===== config.mk =====
export PLATFORM = sky130hd
export DESIGN_NAME = sas_result_fifo
export DESIGN_NICKNAME = d
export VERILOG_FILES = /design/src/hw/rtl/sas_pkg.sv /design/src/hw/rtl/sas_result_fifo.sv
export SDC_FILE = /design/constraint.sdc
export NUM_CORES = 1
export LEC_CHECK = 0
export ABC_AREA = 1
export BUFFER_PORTS_ARGS = -buffer_cell sky130_fd_sc_hd__clkbuf_2
export CAP_MARGIN = 20
export CORE_UTILIZATION = 60
export DETAILED_ROUTE_END_ITERATION = 8
export PLACE_DENSITY = 0.83
export SYNTH_ARGS = -nofsm -noshare
export SYNTH_HDL_FRONTEND = slang
export SYNTH_SLANG_ARGS = --single-unit

===== constraint.sdc =====
create_clock -name aclk -period 2.89 [get_ports aclk]
set_clock_uncertainty 0.05 [all_clocks]
set_input_delay 0.578 -clock aclk [delete_from_list [all_inputs] [get_ports aclk]]
set_output_delay 0.578 -clock aclk [all_outputs]
set_load 0.05 [all_outputs]

===== src/hw/rtl/sas_pkg.sv =====
// Shared types and constants for the spike avalanche sizer.
// No dependencies; imported by every module of the block.
package sas_pkg;

    localparam int NEURON_COUNT  = 1024;
    localparam int IDX_BITS      = 10;
    localparam int SIZE_BITS     = 11;
    localparam int EPOCH_BITS    = 16;
    localparam int FIFO_DEPTH    = 4;
    localparam int FIFO_PTR_BITS = 2;
    localparam int FIFO_CNT_BITS = 3;

    typedef logic [IDX_BITS-1:0]   idx_t;
    typedef logic [SIZE_BITS-1:0]  size_t;
    typedef logic [EPOCH_BITS-1:0] epoch_t;

    localparam epoch_t EPOCH_NONE  = '0;
    localparam epoch_t EPOCH_FIRST = EPOCH_BITS'(1);
    localparam epoch_t EPOCH_MAX   = '1;

    typedef struct packed {
        logic   en;
        idx_t   addr;
        epoch_t data;
    } tag_wr_t;

    typedef struct packed {
        size_t size;
        logic  run_final;
    } result_t;

endpackage


===== src/hw/rtl/sas_result_fifo.sv =====
// Result queue: takes up to two result beats a cycle, hands out one.
// Depends on sas_pkg.
module sas_result_fifo import sas_pkg::*; (
    input  logic                     aclk,
    input  logic                     aresetn,
    input  logic [1:0]               push_cnt,
    input  result_t                  push0,
    input  result_t                  push1,
    input  logic                     pop,
    output logic                     out_valid,
    output result_t                  out_data,
    output logic [FIFO_CNT_BITS-1:0] used
);

    result_t                  slot_reg [FIFO_DEPTH];
    logic [FIFO_PTR_BITS-1:0] head_reg, head_next;
    logic [FIFO_PTR_BITS-1:0] tail_reg, tail_next;
    logic [FIFO_PTR_BITS-1:0] tail_inc;
    logic [FIFO_CNT_BITS-1:0] used_reg, used_next;

    assign tail_inc  = tail_reg + FIFO_PTR_BITS'(1);
    assign out_valid = (used_reg != '0);
    assign out_data  = slot_reg[head_reg];
    assign used      = used_reg;

    always_comb begin
        head_next = pop ? head_reg + FIFO_PTR_BITS'(1) : head_reg;
        tail_next = tail_reg + FIFO_PTR_BITS'(push_cnt);
        used_next = used_reg + FIFO_CNT_BITS'(push_cnt) - FIFO_CNT_BITS'(pop);
    end

    always_ff @(posedge aclk) begin
        if (push_cnt != 2'd0) begin
            slot_reg[tail_reg] <= push0;
        end
        if (push_cnt == 2'd2) begin
            slot_reg[tail_inc] <= push1;
        end
    end

    always_ff @(posedge aclk) begin
        if (!aresetn) begin
            head_reg <= '0;
            tail_reg <= '0;
            used_reg <= '0;
        end else begin
            head_reg <= head_next;
            tail_reg <= tail_next;
            used_reg <= used_next;
        end
    end

endmodule


==> results_dict.tcl <==
set metrics [dict create \
    startpoint_of_the_tightest_hold_check_path "head_reg[1]" \
    area_delta_synth_final_pct 14.7 \
    core_um2 4790 \
    fillers 356 \
    postSynthRegisterBits 57 \
    detail-route-antenna-nets 0 \
    first_global_vias 2183 \
    worst_ep_arrival_time_ns 1.57 \
    synth_edf_count 48 \
    tritoncts_clock_tree "done" \
    final_area_um2 3460 \
    finalSetupViolCount 0 \
    htreeDepth 3 \
    power_density_relative_to_cell_area_nw_per_um2 643 \
    layout_setup_ws_ns 0.687 \
    synth-seq-area-share_pct 53.7 \
    post_route_cells_drive_above_1_share_pct 27.3 \
    cts_bufs_inserted 9 \
    finalCritPeriodShare_pct 76.2 \
    cts_buffer_depth 2 \
    syn_inst 321 \
    yosys_warnings 0 \
    floorplan.die_area_um2 5320 \
    worstSetupEndpointType "output port" \
    post_synth_instance_area_um2 3020 \
    placement.setup.worst_slack_ns 0.852 \
    hold_violations 0 \
    post_synth_num_cell_types 23 \
    cts.sinks 57 \
    outcome "complete, no violations" \
    regToRegStartpoint "tail_reg[0]" \
    critPathMaxFanout 48 \
    post_cts.repair.setup_buffers 0 \
    placementRows 25 \
    detail_route.wirelength_um 5810 \
    yosys.cell_count.top_type "nand2_1" \
    postSynthNetCount 355 \
    critical-path-slowest-cell "buf_4" \
    grt_antenna_before_repair 0 \
    num-nets-final 403 \
    globalRouteTotalUtil_pct 24.5 \
    mapped_avg_cell_area_um2 9.41 \
    drv_cap 0 \
    global_route_wire_length_before_repair_um 9720 \
    synth_flop_cell "edfxtp_1" \
    cp-start-kind "register" \
    buffer_ports.inserted 44 \
    max_reg_flops 48 \
    critical_path.top_delay_family "buffers and inverters" \
    grt_max_degree 49 \
    routabilityCongestion 0.736 \
    worst_pin_slew_ns 0.583 \
    area_share_of_the_largest_cell_type_after_synthesis_pct 47.7 \
    slew_headroom_pct 60.9 \
    antenna_cells_inserted 0 \
    dieHeight_um 73.0 \
    die-width_um 73.0 \
    power_leakage_uw 0.00160 \
    cts_resized 0 \
    timing.critical_path.cells "buf_4, o21ai_0, nand2_1, clkbuf_2" \
    finalCriticalPeriod_ns 2.20 \
    initial_core_util_pct 63.1 \
    max_freq_mhz 454 \
    finalSetupTns_ns 0 \
    path_clk_slew_ns 0.05 \
    num_vias 2292 \
    placedInstanceArea_um2 3280 \
    clock_tree_root "clkbuf_8" \
    timing_worst_setup_path_type "register to output port" \
    critical_path_buf_inv_count 2 \
    firstDrtPassIters 4 \
    pin_count 45 \
    dominant_cells_by_area_after_synthesis "edfxtp_1 (48%), nand2_1 (10%), o21ai_2 (7.0%)" \
    average_detailed_routed_wire_length_per_instance_um 13.2 \
    place_hpwl_um 3960 \
    grt_overflow 0 \
    critical_path_required_ns 2.26 \
    peakVddDrop_uv 403 \
    min-delay-path-class "register to register" \
    timing_max_transition_violations_final 0 \
    drc 0 \
    synth_common_cells "nand2_1 (82), edfxtp_1 (48), inv_1 (48)" \
    synthDominantAreaCellType "edfxtp_1" \
    number_of_vias_per_cell_after_detailed_routing 5.20 \
    report.power.total_uw 2230 \
    clock_insertion_delay_worst_skew_ns 0.32 \
    worst_path_largest_cell_delay_ns 0.38 \
    postCtsHoldBufs 0 \
    synthArstFlopShare_pct 0 \
    detail_route.iter0.violations 159 \
    rsz_0062_raised_after_global_routing "no" \
]
## worst min-delay path: cells and delay by family, from the launching register on
family | cells | cell delay, ns
buffers and inverters | 1 | 0.05
AO/OA/AOI/OAI | 1 | 0.07
flip-flops | 1 | 0.30
## final timing paths
kind              slack (ns)  cells past startpoint        endpoint
setup / recovery        0.69                      4     out_data[5]
hold / removal          0.42                      2     head_reg[1]
setup reg to reg        1.13                      3  slot_reg[1][5]
hold reg to reg         0.42                      2     head_reg[1]
## power breakdown
group | total (µW) | switching, µW | internal (µW)
Clock | 673 | 289 | 383
Sequential | 1020 | 29.5 | 987
Combinational | 538 | 391 | 147
## placed cells by master, fill, tap and decap left out, types with 8 or more instances in the layout
cell type | synthesis | final
nand2_1 | 82 | 82
dfxtp_1 | 9 | 9
buf_4 | 0 | 8
edfxtp_1 | 48 | 48
inv_1 | 48 | 48
o21ai_0 | 24 | 23
clkbuf_8 | 0 | 12
o21ai_2 | 24 | 24
a21oi_1 | 17 | 17
o211ai_1 | 12 | 12
o21ai_1 | 15 | 16
clkbuf_2 | 0 | 44
## layout make-up
cell class	instances	area [µm²]	area share, %
clock buffer	16	180	5.20
sequential	57	1620	46.8
tap	67	83.8	2.42
inverter	51	191	5.53
timing repair buffer	52	280	8.09
multi-input combinational	198	1110	32.0
## layer usage
metal | track usage (%) | part of all wire (%) | vias up
met2 | 42.0 | 50 | 69
met4 | 10.2 | 0.65 | 0
met1 | 30.8 | 45 | 1044
met5 | 0 | 0 | -
li1 | - | - | 1173
met3 | 4.42 | 5.0 | 6
## kinds of logic after synthesis
kind of cell	Yosys count	share of synthesized area, %
buffers and inverters	66	10.1
and+or+nand+nor	98	13.9
AOI/OAI and AO/OA	95	20.0
adders and majority gates	5	2.32
DFF	57	53.7
## per-stage QoR
stage / hold slack, ns / util [%] / std cells
6_report: 0.416 / 72.4 / 441
5_1_grt: 0.454 / 72.4 / 441
4_1_cts: 0.422 / 72.4 / 441
3_5_place_dp: 0.410 / 68.6 / 425
3_3_place_gp: 0.405 / 68.6 / 425
2_1_floorplan: 0.386 / - / 321
Note: power is estimated with default switching activity, not from simulation.
